==> src/rtl/dstr_pkg.sv <==
package dstr_pkg;

    localparam int TS_WIDTH   = 40;
    localparam int ADDR_WIDTH = 8;
    localparam int FUNC_WIDTH = 2;
    localparam int TOF_WIDTH  = 42;
    localparam int DEN_WIDTH  = TS_WIDTH + 2;
    localparam int PROD_WIDTH = 2 * TS_WIDTH;

    localparam int MUL_CNT_WIDTH = $clog2(TS_WIDTH + 1);
    localparam int DIV_CNT_WIDTH = $clog2(PROD_WIDTH + 1);

    // Event kinds carried in the func field.
    localparam logic [FUNC_WIDTH-1:0] FUNC_POLL  = FUNC_WIDTH'(0);
    localparam logic [FUNC_WIDTH-1:0] FUNC_REPLY = FUNC_WIDTH'(1);
    localparam logic [FUNC_WIDTH-1:0] FUNC_RANGE = FUNC_WIDTH'(2);

    // Status codes.
    localparam logic STATUS_OK       = 1'b0;
    localparam logic STATUS_ZERO_DEN = 1'b1;

    // Largest positive time of flight and largest negative magnitude.
    localparam logic [PROD_WIDTH-1:0] TOF_MAXPOS =
        {{(PROD_WIDTH - TOF_WIDTH + 1){1'b0}}, {(TOF_WIDTH - 1){1'b1}}};
    localparam logic [PROD_WIDTH-1:0] TOF_MAXNEG = TOF_MAXPOS + PROD_WIDTH'(1);

endpackage

==> src/rtl/dstr_if.sv <==
interface dstr_evt_if import dstr_pkg::*; ();
    logic                  valid;
    logic                  ready;
    logic [FUNC_WIDTH-1:0] func;
    logic [ADDR_WIDTH-1:0] src_addr;
    logic [TS_WIDTH-1:0]   local_time;
    logic [TS_WIDTH-1:0]   remote_poll_tx;
    logic [TS_WIDTH-1:0]   remote_reply_rx;
    logic [TS_WIDTH-1:0]   remote_range_tx;

    modport source
    (
        output valid, func, src_addr, local_time,
        output remote_poll_tx, remote_reply_rx, remote_range_tx,
        input  ready
    );

    modport sink
    (
        input  valid, func, src_addr, local_time,
        input  remote_poll_tx, remote_reply_rx, remote_range_tx,
        output ready
    );
endinterface

interface dstr_rng_if import dstr_pkg::*; ();
    logic                        valid;
    logic                        ready;
    logic signed [TOF_WIDTH-1:0] tof_ticks;
    logic [ADDR_WIDTH-1:0]       peer_addr;
    logic                        status;

    modport source
    (
        output valid, tof_ticks, peer_addr, status,
        input  ready
    );

    modport sink
    (
        input  valid, tof_ticks, peer_addr, status,
        output ready
    );
endinterface

==> src/rtl/dstr_mul.sv <==
// Serial shift-and-add multiplier: one multiplier bit per cycle, LSB first.
module dstr_mul import dstr_pkg::*;
(
    input  logic                  clk,
    input  logic                  rst_n,
    input  logic                  start,
    input  logic [TS_WIDTH-1:0]   a,
    input  logic [TS_WIDTH-1:0]   b,
    output logic                  busy,
    output logic [PROD_WIDTH-1:0] product
);

    logic [TS_WIDTH-1:0]      mcand_reg;
    logic [PROD_WIDTH-1:0]    prod_reg;
    logic [MUL_CNT_WIDTH-1:0] cnt_reg;
    logic                     busy_reg;
    logic [TS_WIDTH:0]        sum;

    // The upper half accumulates; the multiplier drains out of the lower half.
    assign sum = {1'b0, prod_reg[PROD_WIDTH-1:TS_WIDTH]}
               + (prod_reg[0] ? {1'b0, mcand_reg} : {(TS_WIDTH + 1){1'b0}});

    always_ff @(posedge clk or negedge rst_n)
    begin
        if (!rst_n)
        begin
            busy_reg <= 1'b0;
            cnt_reg  <= '0;
        end
        else if (start)
        begin
            busy_reg <= 1'b1;
            cnt_reg  <= MUL_CNT_WIDTH'(TS_WIDTH);
        end
        else if (busy_reg)
        begin
            cnt_reg <= cnt_reg - MUL_CNT_WIDTH'(1);
            if (cnt_reg == MUL_CNT_WIDTH'(1))
            begin
                busy_reg <= 1'b0;
            end
        end
    end

    always_ff @(posedge clk)
    begin
        if (start)
        begin
            mcand_reg <= a;
            prod_reg  <= {{TS_WIDTH{1'b0}}, b};
        end
        else if (busy_reg)
        begin
            prod_reg <= {sum, prod_reg[TS_WIDTH-1:1]};
        end
    end

    assign busy    = busy_reg;
    assign product = prod_reg;

endmodule

==> src/rtl/dstr_div.sv <==
// Restoring divider: one quotient bit per cycle, the quotient shifts in
// behind the dividend.
module dstr_div import dstr_pkg::*;
(
    input  logic                  clk,
    input  logic                  rst_n,
    input  logic                  start,
    input  logic [PROD_WIDTH-1:0] num,
    input  logic [DEN_WIDTH-1:0]  den,
    output logic                  busy,
    output logic [PROD_WIDTH-1:0] quot
);

    logic [PROD_WIDTH-1:0]    num_reg;
    logic [DEN_WIDTH-1:0]     rem_reg;
    logic [DEN_WIDTH-1:0]     den_reg;
    logic [DIV_CNT_WIDTH-1:0] cnt_reg;
    logic                     busy_reg;
    logic [DEN_WIDTH:0]       shifted;
    logic [DEN_WIDTH+1:0]     trial;
    logic                     fits;

    assign shifted = {rem_reg, num_reg[PROD_WIDTH-1]};
    assign trial   = {1'b0, shifted} - {2'b00, den_reg};
    assign fits    = ~trial[DEN_WIDTH+1];

    always_ff @(posedge clk or negedge rst_n)
    begin
        if (!rst_n)
        begin
            busy_reg <= 1'b0;
            cnt_reg  <= '0;
        end
        else if (start)
        begin
            busy_reg <= 1'b1;
            cnt_reg  <= DIV_CNT_WIDTH'(PROD_WIDTH);
        end
        else if (busy_reg)
        begin
            cnt_reg <= cnt_reg - DIV_CNT_WIDTH'(1);
            if (cnt_reg == DIV_CNT_WIDTH'(1))
            begin
                busy_reg <= 1'b0;
            end
        end
    end

    always_ff @(posedge clk)
    begin
        if (start)
        begin
            num_reg <= num;
            rem_reg <= '0;
            den_reg <= den;
        end
        else if (busy_reg)
        begin
            num_reg <= {num_reg[PROD_WIDTH-2:0], fits};
            rem_reg <= fits ? trial[DEN_WIDTH-1:0] : shifted[DEN_WIDTH-1:0];
        end
    end

    assign busy = busy_reg;
    assign quot = num_reg;

endmodule

==> src/rtl/ds_twr_responder_tof.sv <==
// Responder side of asymmetric double-sided two-way ranging.
// Events enter on the evt channel (valid/ready). A poll stores the sender as
// the peer and the local receive time; a reply-sent event stores the local
// transmit time. Neither gives a result. A range event from the stored peer
// yields one item on the rng channel: the time of flight in ticks,
// (round1*round2 - reply1*reply2) / (sum of the four intervals), truncated
// toward zero and clipped to the signed range, with the peer address and a
// status bit. A range event from another sender and an unused event kind
// are dropped. A range item passes through the two serial multipliers, which
// run side by side, and then through the serial divider before its result is
// valid. A zero denominator skips both and reports status 1.
// Only one event is in work at a time, so no new event is taken before the last
// range item has reached the output register; evt.ready is high whenever the
// datapath is free.
// The result sits in an output register, so new events are taken while the
// receiver stalls; a range item that finishes while the previous result is
// still unread waits until that result is taken.
// Reset clears the peer and both stored times to zero and empties the block.
module ds_twr_responder_tof import dstr_pkg::*;
(
    input  logic    clk,
    input  logic    rst_n,
    dstr_evt_if.sink   evt,
    dstr_rng_if.source rng
);

    typedef enum logic [2:0]
    {
        ST_IDLE,
        ST_SUM,
        ST_MUL,
        ST_DIFF,
        ST_DIV,
        ST_SAT,
        ST_OUT
    } state_t;

    state_t state_reg;

    // Ranging context.
    logic [ADDR_WIDTH-1:0] peer_reg;
    logic [TS_WIDTH-1:0]   poll_rx_reg;
    logic [TS_WIDTH-1:0]   reply_tx_reg;

    // Working registers for one range item.
    logic [TS_WIDTH-1:0]  round1_reg;
    logic [TS_WIDTH-1:0]  round2_reg;
    logic [TS_WIDTH-1:0]  reply1_reg;
    logic [TS_WIDTH-1:0]  reply2_reg;
    logic [DEN_WIDTH-1:0] den_reg;
    logic                 neg_reg;
    logic                 zero_den_reg;
    logic [TOF_WIDTH-1:0] sat_reg;

    // Output register.
    logic                        out_valid_reg;
    logic signed [TOF_WIDTH-1:0] tof_reg;
    logic [ADDR_WIDTH-1:0]       peer_out_reg;
    logic                        status_reg;

    logic                  accept;
    logic                  range_hit;
    logic                  den_zero;
    logic [DEN_WIDTH-1:0]  den_sum;
    logic                  mul_start;
    logic                  mul_p_busy;
    logic                  mul_n_busy;
    logic [PROD_WIDTH-1:0] prod_p;
    logic [PROD_WIDTH-1:0] prod_n;
    logic [PROD_WIDTH:0]   diff_pn;
    logic [PROD_WIDTH-1:0] diff_np;
    logic [PROD_WIDTH-1:0] mag;
    logic                  div_start;
    logic                  div_busy;
    logic [PROD_WIDTH-1:0] quot;
    logic [PROD_WIDTH-1:0] quot_clip;
    logic                  out_load;

    assign evt.ready = (state_reg == ST_IDLE);
    assign accept    = evt.valid && evt.ready;
    assign range_hit = (evt.func == FUNC_RANGE) && (evt.src_addr == peer_reg);

    // A finished item moves into the output register once it is free or
    // being emptied in the same cycle.
    assign out_load = (state_reg == ST_OUT) && (!out_valid_reg || rng.ready);

    // All intervals are non-negative, so the sum is zero only if each one is.
    assign den_zero = ~|{round1_reg, round2_reg, reply1_reg, reply2_reg};
    assign den_sum  = DEN_WIDTH'(round1_reg) + DEN_WIDTH'(round2_reg)
                    + DEN_WIDTH'(reply1_reg) + DEN_WIDTH'(reply2_reg);

    assign mul_start = (state_reg == ST_SUM) && !den_zero;

    dstr_mul u_mul_p
    (
        .clk     (clk),
        .rst_n   (rst_n),
        .start   (mul_start),
        .a       (round1_reg),
        .b       (round2_reg),
        .busy    (mul_p_busy),
        .product (prod_p)
    );

    dstr_mul u_mul_n
    (
        .clk     (clk),
        .rst_n   (rst_n),
        .start   (mul_start),
        .a       (reply1_reg),
        .b       (reply2_reg),
        .busy    (mul_n_busy),
        .product (prod_n)
    );

    // Signed difference of the two products as sign and magnitude.
    assign diff_pn = {1'b0, prod_p} - {1'b0, prod_n};
    assign diff_np = prod_n - prod_p;
    assign mag     = diff_pn[PROD_WIDTH] ? diff_np : diff_pn[PROD_WIDTH-1:0];

    assign div_start = (state_reg == ST_DIFF);

    dstr_div u_div
    (
        .clk   (clk),
        .rst_n (rst_n),
        .start (div_start),
        .num   (mag),
        .den   (den_reg),
        .busy  (div_busy),
        .quot  (quot)
    );

    // Clip the quotient magnitude to what the signed result can carry.
    always_comb
    begin
        quot_clip = quot;
        if (neg_reg && (quot > TOF_MAXNEG))
        begin
            quot_clip = TOF_MAXNEG;
        end
        else if (!neg_reg && (quot > TOF_MAXPOS))
        begin
            quot_clip = TOF_MAXPOS;
        end
    end

    always_ff @(posedge clk or negedge rst_n)
    begin
        if (!rst_n)
        begin
            state_reg     <= ST_IDLE;
            peer_reg      <= '0;
            poll_rx_reg   <= '0;
            reply_tx_reg  <= '0;
            round1_reg    <= '0;
            round2_reg    <= '0;
            reply1_reg    <= '0;
            reply2_reg    <= '0;
            den_reg       <= '0;
            neg_reg       <= 1'b0;
            zero_den_reg  <= 1'b0;
            sat_reg       <= '0;
            out_valid_reg <= 1'b0;
            tof_reg       <= '0;
            peer_out_reg  <= '0;
            status_reg    <= STATUS_OK;
        end
        else
        begin
            if (out_load)
            begin
                out_valid_reg <= 1'b1;
            end
            else if (out_valid_reg && rng.ready)
            begin
                out_valid_reg <= 1'b0;
            end

            case (state_reg)
                ST_IDLE:
                begin
                    if (accept)
                    begin
                        if (evt.func == FUNC_POLL)
                        begin
                            peer_reg    <= evt.src_addr;
                            poll_rx_reg <= evt.local_time;
                        end
                        else if (evt.func == FUNC_REPLY)
                        begin
                            reply_tx_reg <= evt.local_time;
                        end
                        else if (range_hit)
                        begin
                            round1_reg <= evt.remote_reply_rx - evt.remote_poll_tx;
                            reply1_reg <= reply_tx_reg - poll_rx_reg;
                            round2_reg <= evt.local_time - reply_tx_reg;
                            reply2_reg <= evt.remote_range_tx - evt.remote_reply_rx;
                            state_reg  <= ST_SUM;
                        end
                    end
                end

                ST_SUM:
                begin
                    den_reg <= den_sum;
                    if (den_zero)
                    begin
                        zero_den_reg <= 1'b1;
                        neg_reg      <= 1'b0;
                        sat_reg      <= '0;
                        state_reg    <= ST_OUT;
                    end
                    else
                    begin
                        zero_den_reg <= 1'b0;
                        state_reg    <= ST_MUL;
                    end
                end

                ST_MUL:
                begin
                    if (!mul_p_busy && !mul_n_busy)
                    begin
                        state_reg <= ST_DIFF;
                    end
                end

                ST_DIFF:
                begin
                    neg_reg   <= diff_pn[PROD_WIDTH];
                    state_reg <= ST_DIV;
                end

                ST_DIV:
                begin
                    if (!div_busy)
                    begin
                        state_reg <= ST_SAT;
                    end
                end

                ST_SAT:
                begin
                    sat_reg   <= quot_clip[TOF_WIDTH-1:0];
                    state_reg <= ST_OUT;
                end

                ST_OUT:
                begin
                    if (out_load)
                    begin
                        tof_reg       <= neg_reg ? $signed(~sat_reg + TOF_WIDTH'(1))
                                                 : $signed(sat_reg);
                        peer_out_reg  <= peer_reg;
                        status_reg    <= zero_den_reg ? STATUS_ZERO_DEN : STATUS_OK;
                        state_reg     <= ST_IDLE;
                    end
                end

                default:
                begin
                    state_reg <= ST_IDLE;
                end
            endcase
        end
    end

    assign rng.valid     = out_valid_reg;
    assign rng.tof_ticks = tof_reg;
    assign rng.peer_addr = peer_out_reg;
    assign rng.status    = status_reg;

`ifndef ASSERT_OFF
    a_zero_den_tof: assert property (@(posedge clk) disable iff (!rst_n)
        rng.valid && (rng.status == STATUS_ZERO_DEN) |-> rng.tof_ticks == '0)
        else $error("zero-denominator result carries a nonzero time of flight");

    a_div_den_nonzero: assert property (@(posedge clk) disable iff (!rst_n)
        div_busy |-> den_reg != '0)
        else $error("divider running with a zero divisor");

    a_peer_by_poll: assert property (@(posedge clk) disable iff (!rst_n)
        !$stable(peer_reg) |-> $past(evt.valid && evt.ready && evt.func == FUNC_POLL))
        else $error("peer changed without an accepted poll");

    a_mul_in_step: assert property (@(posedge clk) disable iff (!rst_n)
        mul_p_busy != mul_n_busy |-> 1'b0)
        else $error("the two multipliers are out of step");
`endif

endmodule
==> src/flat_wrapper.sv <==
// flat-port wrapper written by rule: the top's interface ports become plain ports
module ds_twr_responder_tof_flat import dstr_pkg::*;
  (clk, rst_n, evt_valid, evt_func, evt_src_addr, evt_local_time, evt_remote_poll_tx, evt_remote_reply_rx, evt_remote_range_tx, evt_ready, rng_valid, rng_tof_ticks, rng_peer_addr, rng_status, rng_ready);
  dstr_evt_if evt_i ();
  dstr_rng_if rng_i ();
  input  logic clk;
  input  logic rst_n;
  input wire logic [$bits(evt_i.valid)-1:0] evt_valid;
  input wire logic [$bits(evt_i.func)-1:0] evt_func;
  input wire logic [$bits(evt_i.src_addr)-1:0] evt_src_addr;
  input wire logic [$bits(evt_i.local_time)-1:0] evt_local_time;
  input wire logic [$bits(evt_i.remote_poll_tx)-1:0] evt_remote_poll_tx;
  input wire logic [$bits(evt_i.remote_reply_rx)-1:0] evt_remote_reply_rx;
  input wire logic [$bits(evt_i.remote_range_tx)-1:0] evt_remote_range_tx;
  output wire logic [$bits(evt_i.ready)-1:0] evt_ready;
  output wire logic [$bits(rng_i.valid)-1:0] rng_valid;
  output wire logic [$bits(rng_i.tof_ticks)-1:0] rng_tof_ticks;
  output wire logic [$bits(rng_i.peer_addr)-1:0] rng_peer_addr;
  output wire logic [$bits(rng_i.status)-1:0] rng_status;
  input wire logic [$bits(rng_i.ready)-1:0] rng_ready;
  assign evt_i.valid = evt_valid;
  assign evt_i.func = evt_func;
  assign evt_i.src_addr = evt_src_addr;
  assign evt_i.local_time = evt_local_time;
  assign evt_i.remote_poll_tx = evt_remote_poll_tx;
  assign evt_i.remote_reply_rx = evt_remote_reply_rx;
  assign evt_i.remote_range_tx = evt_remote_range_tx;
  assign evt_ready = evt_i.ready;
  assign rng_valid = rng_i.valid;
  assign rng_tof_ticks = rng_i.tof_ticks;
  assign rng_peer_addr = rng_i.peer_addr;
  assign rng_status = rng_i.status;
  assign rng_i.ready = rng_ready;
  ds_twr_responder_tof u_core (.clk(clk), .rst_n(rst_n), .evt(evt_i), .rng(rng_i));
endmodule
==> config.mk <==
export PLATFORM = sky130hd
export DESIGN_NAME = ds_twr_responder_tof_flat
export DESIGN_NICKNAME = d
export VERILOG_FILES = /design/src/rtl/dstr_pkg.sv /design/src/rtl/dstr_if.sv /design/src/rtl/dstr_mul.sv /design/src/rtl/dstr_div.sv /design/src/rtl/ds_twr_responder_tof.sv /design/src/flat_wrapper.sv
export SDC_FILE = /design/constraint.sdc
export NUM_CORES = 2
export LEC_CHECK = 0
export ABC_AREA = 1
export BUFFER_PORTS_ARGS = -buffer_cell sky130_fd_sc_hd__buf_2
export CELL_PAD_IN_SITES_DETAIL_PLACEMENT = 1
export CELL_PAD_IN_SITES_GLOBAL_PLACEMENT = 1
export CORE_MARGIN = 4
export CORE_UTILIZATION = 37
export CTS_BUF_LIST = sky130_fd_sc_hd__clkbuf_8
export CTS_CLUSTER_SIZE = 20
export DETAILED_ROUTE_END_ITERATION = 10
export PLACE_DENSITY = 0.82
export SYNTH_ARGS = -nofsm -noshare
export SYNTH_HDL_FRONTEND = slang
export SYNTH_SLANG_ARGS = --single-unit
==> constraint.sdc <==
create_clock -name clk -period 4.25 [get_ports clk]
set_clock_uncertainty 0.1 [all_clocks]
set_input_delay 0.85 -clock clk [delete_from_list [all_inputs] [get_ports clk]]
set_output_delay 0.85 -clock clk [all_outputs]
set_load 0.01 [all_outputs]
Yosys cells after proc, flatten, opt, wreduce, memory -nomap -nowiden. Index checks and enable logic that the tools add are counted.

Add/subtract/negate cells: 16. $lt $le $gt $ge: 2. Equal/unequal tests: 20. Multiplexer cells: 45. Bitwise operators: 4. Reduce and logical (&&, ||, !) cells: 29.

Operators by type and width (number): 40-bit two-way mux (6); 80-bit two-way mux (3); 42-bit two-way mux (5); 160-bit OR reduction (1); 40-bit subtractor (4); 40-bit by 40-bit adder with 41-bit output (3); 42-bit by 40-bit adder with 42-bit output (2); 42-bit one-hot mux with 2 select lines (1); 80-bit by 80-bit subtractor with 81-bit output (1); 80-bit by 41-bit > comparator with 1-bit output (second input constant) (1); 80-bit by 42-bit > comparator with 1-bit output (second input constant) (1); 80-bit subtractor (1); 43-bit by 42-bit subtractor with 44-bit output (1); 42-bit by 1-bit adder with 42-bit output (second input constant) (1); 42-bit inverter (1); 3-bit two-way mux (8); 6-bit two-way mux (4); 3-bit one-hot mux with 7 select lines (1); 1-bit two-way mux (14); 7-bit two-way mux (2); 6-bit by 1-bit equality test with 1-bit output (second input constant) (2); 2-bit != test (second input constant) (6); 2-bit nonzero test (6); 6-bit by 1-bit subtractor with 6-bit output (second input constant) (2); other kinds (21) (39).

Register bits: 815. Input port bits: 174. Output and inout port bits: 53. Logic and storage cells: 147.

Logic depth before layout (Yosys ltp).
Word-level depth: 7. Mapped depth: 28. Mapped depth without buffers: 28.

Modules after synthesis. A second synthesis with hierarchy kept.

Cell total of the unflattened synthesis: 11558. Area, all modules: 72535.8 µm².

By module, submodules not included: ds_twr_responder_tof (times used 1, cells each 7835, area an instance 46260.6 µm², sequential area each 9734.3 µm²); dstr_div (times used 1, cells each 1514, area an instance 10690.3 µm², sequential area each 4704.5 µm²); dstr_mul (u_core.u_mul_p) (times used 1, cells each 1113, area an instance 7863.8 µm², sequential area each 3378.2 µm²); dstr_mul (u_core.u_mul_n) (times used 1, cells each 1096, area an instance 7721.2 µm², sequential area each 3378.2 µm²).

Worst setup path after synthesis. OpenSTA, ideal clock, no wires.

Path kind: register to register. Start point: register u_core.state_reg[1]. End point: register u_core.u_mul_n.mcand_reg[0] (enable). Library setup time: 0.476 ns. Arrival: 3.681 ns. Data required time: 3.674 ns. Path slack: -0.007 ns. Cell stages (with the launch flop): 8. Buffers on the path: 2. Period minus slack after synthesis: 4.257 ns. Cell sequence: dfrtp_1 nor2_1 inv_1 nor2_1 nand2_1 inv_1 buf_2 buf_1.

Word-level cells in the longest chain between the ends: 2.

Ends and longest elaborated chain: from (decl) (line ds_twr_responder_tof.sv:38) `state_t state_reg;`; from (signal assigned) (line ds_twr_responder_tof.sv:152) `state_reg <= ST_IDLE;`; from (signal assigned) (line ds_twr_responder_tof.sv:200) `state_reg <= ST_SUM;`; from (signal assigned) (line ds_twr_responder_tof.sv:213) `state_reg <= ST_OUT;`; 3-bit by 1-bit equality test with 1-bit output (line ds_twr_responder_tof.sv:92) `assign mul_start = (state_reg == ST_SUM) && !den_zero;`; 1-bit logical AND (line ds_twr_responder_tof.sv:92); named net u_core.mul_start (line ds_twr_responder_tof.sv:65) `logic mul_start;`; to (signal assigned) (line dstr_mul.sv:49) `mcand_reg <= a;`; to (decl) (line dstr_mul.sv:13) `logic [TS_WIDTH-1:0] mcand_reg;`.

The timed path passes the listed nets, and every way through them passes these cells. A chain may end at the register's enable or synchronous reset.

Worst setup path in the final report.
Start point: register u_core.round2_reg[11]. End point: register u_core.den_reg[39].

Word-level cells in the longest chain between the ends: 3.

Ends and longest elaborated chain: from (decl) (line ds_twr_responder_tof.sv:47) `logic [TS_WIDTH-1:0] round2_reg;`; from (signal assigned) (line ds_twr_responder_tof.sv:198) `round2_reg <= evt.local_time - reply_tx_reg;`; 40-bit by 40-bit adder with 41-bit output (line ds_twr_responder_tof.sv:89) `assign den_sum = DEN_WIDTH'(round1_reg) + DEN_WIDTH'(round2_reg)`; 42-bit by 40-bit adder with 42-bit output (2 in a row) (line ds_twr_responder_tof.sv:90) `+ DEN_WIDTH'(reply1_reg) + DEN_WIDTH'(reply2_reg);`; to (signal assigned) (line ds_twr_responder_tof.sv:207) `den_reg <= den_sum;`; to (decl) (line ds_twr_responder_tof.sv:50) `logic [DEN_WIDTH-1:0] den_reg;`.

Every way passes these cells.

==> flow_summary.json <==
{
  "status": "finished, violations left",
  "violations": "negative setup slack",
  "cpPeakStageDelay_ns": 0.55,
  "post-dp-hpwl_um": 308000,
  "hold_class": "in2reg",
  "area_delta_synth_final_pct": 21.3,
  "via_count": 80000,
  "clk_pin_slew_ns": 0.07,
  "power.leakage_uw": 0.0450,
  "synth.avg_cell_area_um2": 6.44,
  "via_per_inst": 5.37,
  "setup-violations-final": 9,
  "cts_root_buf": "clkbuf_8",
  "hold_violations": 0,
  "ir_drop_mv": 0.518,
  "critPathCaptureType": "register",
  "cp.required_ns": 5.00,
  "power.density_mw_per_mm2": 859,
  "setup_ws_ns": -0.0709,
  "grt_pass1_vias": 82200,
  "synth_edf_count": 282,
  "clkSinkCount": 815,
  "synth_seq_area_share": 0.292,
  "drt_pass1_iterations": 5,
  "synth_commonest_cells": "3437 x nand2_1, 1934 x inv_1, 1006 x nor2_1",
  "fin_nets": 12900,
  "clk_latency_ns": 1.01,
  "drc": 0,
  "routedWlPerCell_um": 24.4,
  "synthFlopType": "dfrtp_1",
  "clock_path_buffers": 3,
  "grt_pass1_wl_um": 531000,
  "cts-buffers-inserted": 155,
  "grt_max_degree": 161,
  "portBuffers": 226,
  "design.core.area_mm2": 0.195,
  "multiInputGateArea_mm2": 0.0458,
  "rsz0062_at_grt": "yes",
  "overflow": 0,
  "fillers": 25700,
  "synth_area_mm2": 0.0725,
  "arrival_ns": 5.07,
  "place_congestion": 1.04,
  "tightest_slew_ns": 1.05,
  "rows": 162,
  "netlist_top_cells_area": "nand2_1 18%, dfrtp_1 14%, edfxtp_1 12%",
  "critPathMaxFanout": 3,
  "place_inst": 14500,
  "floorplan.initialDensity": 0.372,
  "drt_iter0_drc": 6051,
  "synth.distinct_cells": 59,
  "yosysMostFrequentCell": "nand2_1",
  "htreeDepth": 4,
  "crit_chain": "ha_4 > a21o_1 > a21oi_2 > inv_1 > a21oi_2 > o21ai_4 > buf_6 > buf_4 > nand2_2 > nand3_2 > xor2_2 > fa_1 > ha_4 > buf_6 > a21oi_4 > o21ai_4 > a31oi_1 > o21ai_1 > buf_4 > a21oi_4 > nand4_1 > nand3_1 > nand2_1",
  "relSlewSlack": 0.299,
  "max_freq_mhz": 231,
  "track_usage": 0.346,
  "syn-num-nets": 12000,
  "placed_cell_area_mm2": 0.0809,
  "num_io_pins": 227,
  "yosysTopAreaCell": "nand2_1",
  "final_area_mm2": 0.0880,
  "syn-instance-count": 11300,
  "wl_um": 363000,
  "register_area_mm2": 0.0212,
  "pre_cts_ws_ns": -0.657,
  "period_minus_slack_ns": 4.32,
  "cts_tree": "yes",
  "yosys_warnings": 0,
  "dieArea_mm2": 0.203,
  "yosysTopAreaCellShare": 0.178,
  "critPathSlowestCell": "fa_1",
  "postSynth.asyncResetShare": 0.504,
  "stdcell_count": 14900,
  "die_w_um": 451,
  "cp-start-kind": "register",
  "antenna_found_initial": 17,
  "ys_ff_latch": 815,
  "final_antenna_net_count": 0,
  "slew_viol_final": 0,
  "period_share": 1.02,
  "hold_ws_ns": 0.0870,
  "drive_gt1_frac": 0.141,
  "worstSetupPathType": "reg2reg",
  "dieHeight_um": 451,
  "maxCapViolCount": 0
}
-- placed cells by master, fill, tap and decap left out, types with 69 or more instances in the layout --
master    instances
a21oi_1         668
a31oi_1          85
buf_2           225
buf_4           636
clkbuf_8        171
dfrtp_1         406
dfxtp_1         122
edfxtp_1        282
ha_1            461
inv_1          1937
nand2_1        3346
nand2_2          69
nand3_1         498
nand4_1         101
nor2_1          937
nor3_1           98
o21ai_0         816
xnor2_1         109
xor2_1          184
-- critical path: cells and delay by family, from the launching register on --
family,cells,cell delay [ns]
xor gates and xnor gates,1,0.16
buffers and inverters,5,0.62
adders and majority gates,3,1.05
AOI/OAI and AO/OA,9,1.45
and+or+nand+nor,5,0.38
DFF,1,0.44
-- metal layers --
layer,global-route usage,part of all wire
met5,0,0
met4,0.151,0.052
met3,0.0482,0.057
met2,0.551,0.44
met1,0.468,0.45
-- cell type report --
class | count | share of cell area
clock buffer | 171 | 0.0267
sequential | 815 | 0.241
clock inverter | 113 | 0.0101
antenna | 13 | 0.000370
inverter | 1961 | 0.0838
multi-input combinational | 8258 | 0.520
tap | 2624 | 0.0373
timing repair buffer | 952 | 0.0802
-- timing repair --
| item | in CTS | in global routing |
|---|---|---|
| pin swaps | 78 | 172 |
| gates cloned | 0 | 0 |
| resized for setup | 293 | 399 |
| setup endpoints to repair | 33 | 32 |
| setup buffers | 33 | 45 |
| hold buffers | 30 | 0 |
| hold endpoints to repair | 90 | 0 |
-- per-stage QoR --
step            util  power (µW)  TNS, ns
2_1_floorplan      -       45300        0
3_3_place_gp   0.415       63400   -14.54
3_5_place_dp   0.415       64900   -14.76
4_1_cts        0.441       73900   -0.228
5_1_grt        0.451       81300    -3.05
6_report       0.451       75600   -0.307
-- report_power, final --
group | switching [µW] | internal [µW] | leakage (µW)
Sequential | 2750 | 11700 | 0.00899
Combinational | 36800 | 15900 | 0.0341
Clock | 4050 | 4300 | 0.00185
-- cell families after synthesis --
family,after synthesis,synth area share
simple gates,5384,0.301
xor+xnor,323,0.0390
compound gates,1976,0.147
buf+inv,2196,0.116
fa+ha+maj,575,0.104
flops,815,0.292
-- path summary, 6_finish.rpt --
kind / startpoint / end / slack, ns / cells after the start
max: u_core.round2_reg[11] / u_core.den_reg[39] / -0.07 / 23
min: evt_local_time[25] / u_core.reply_tx_reg[25] / 0.09 / 3
max reg2reg: u_core.round2_reg[11] / u_core.den_reg[39] / -0.07 / 23
min reg2reg: u_core.den_reg[0] / u_core.u_div.den_reg[0] / 0.35 / 0
max in group asynchronous: rst_n / u_core.reply_tx_reg[32] / 2.77 / 3
min in group asynchronous: rst_n / u_core.rng.peer_addr[0] / 0.31 / 2
No activity file was read; power rests on OpenSTA's default activity.
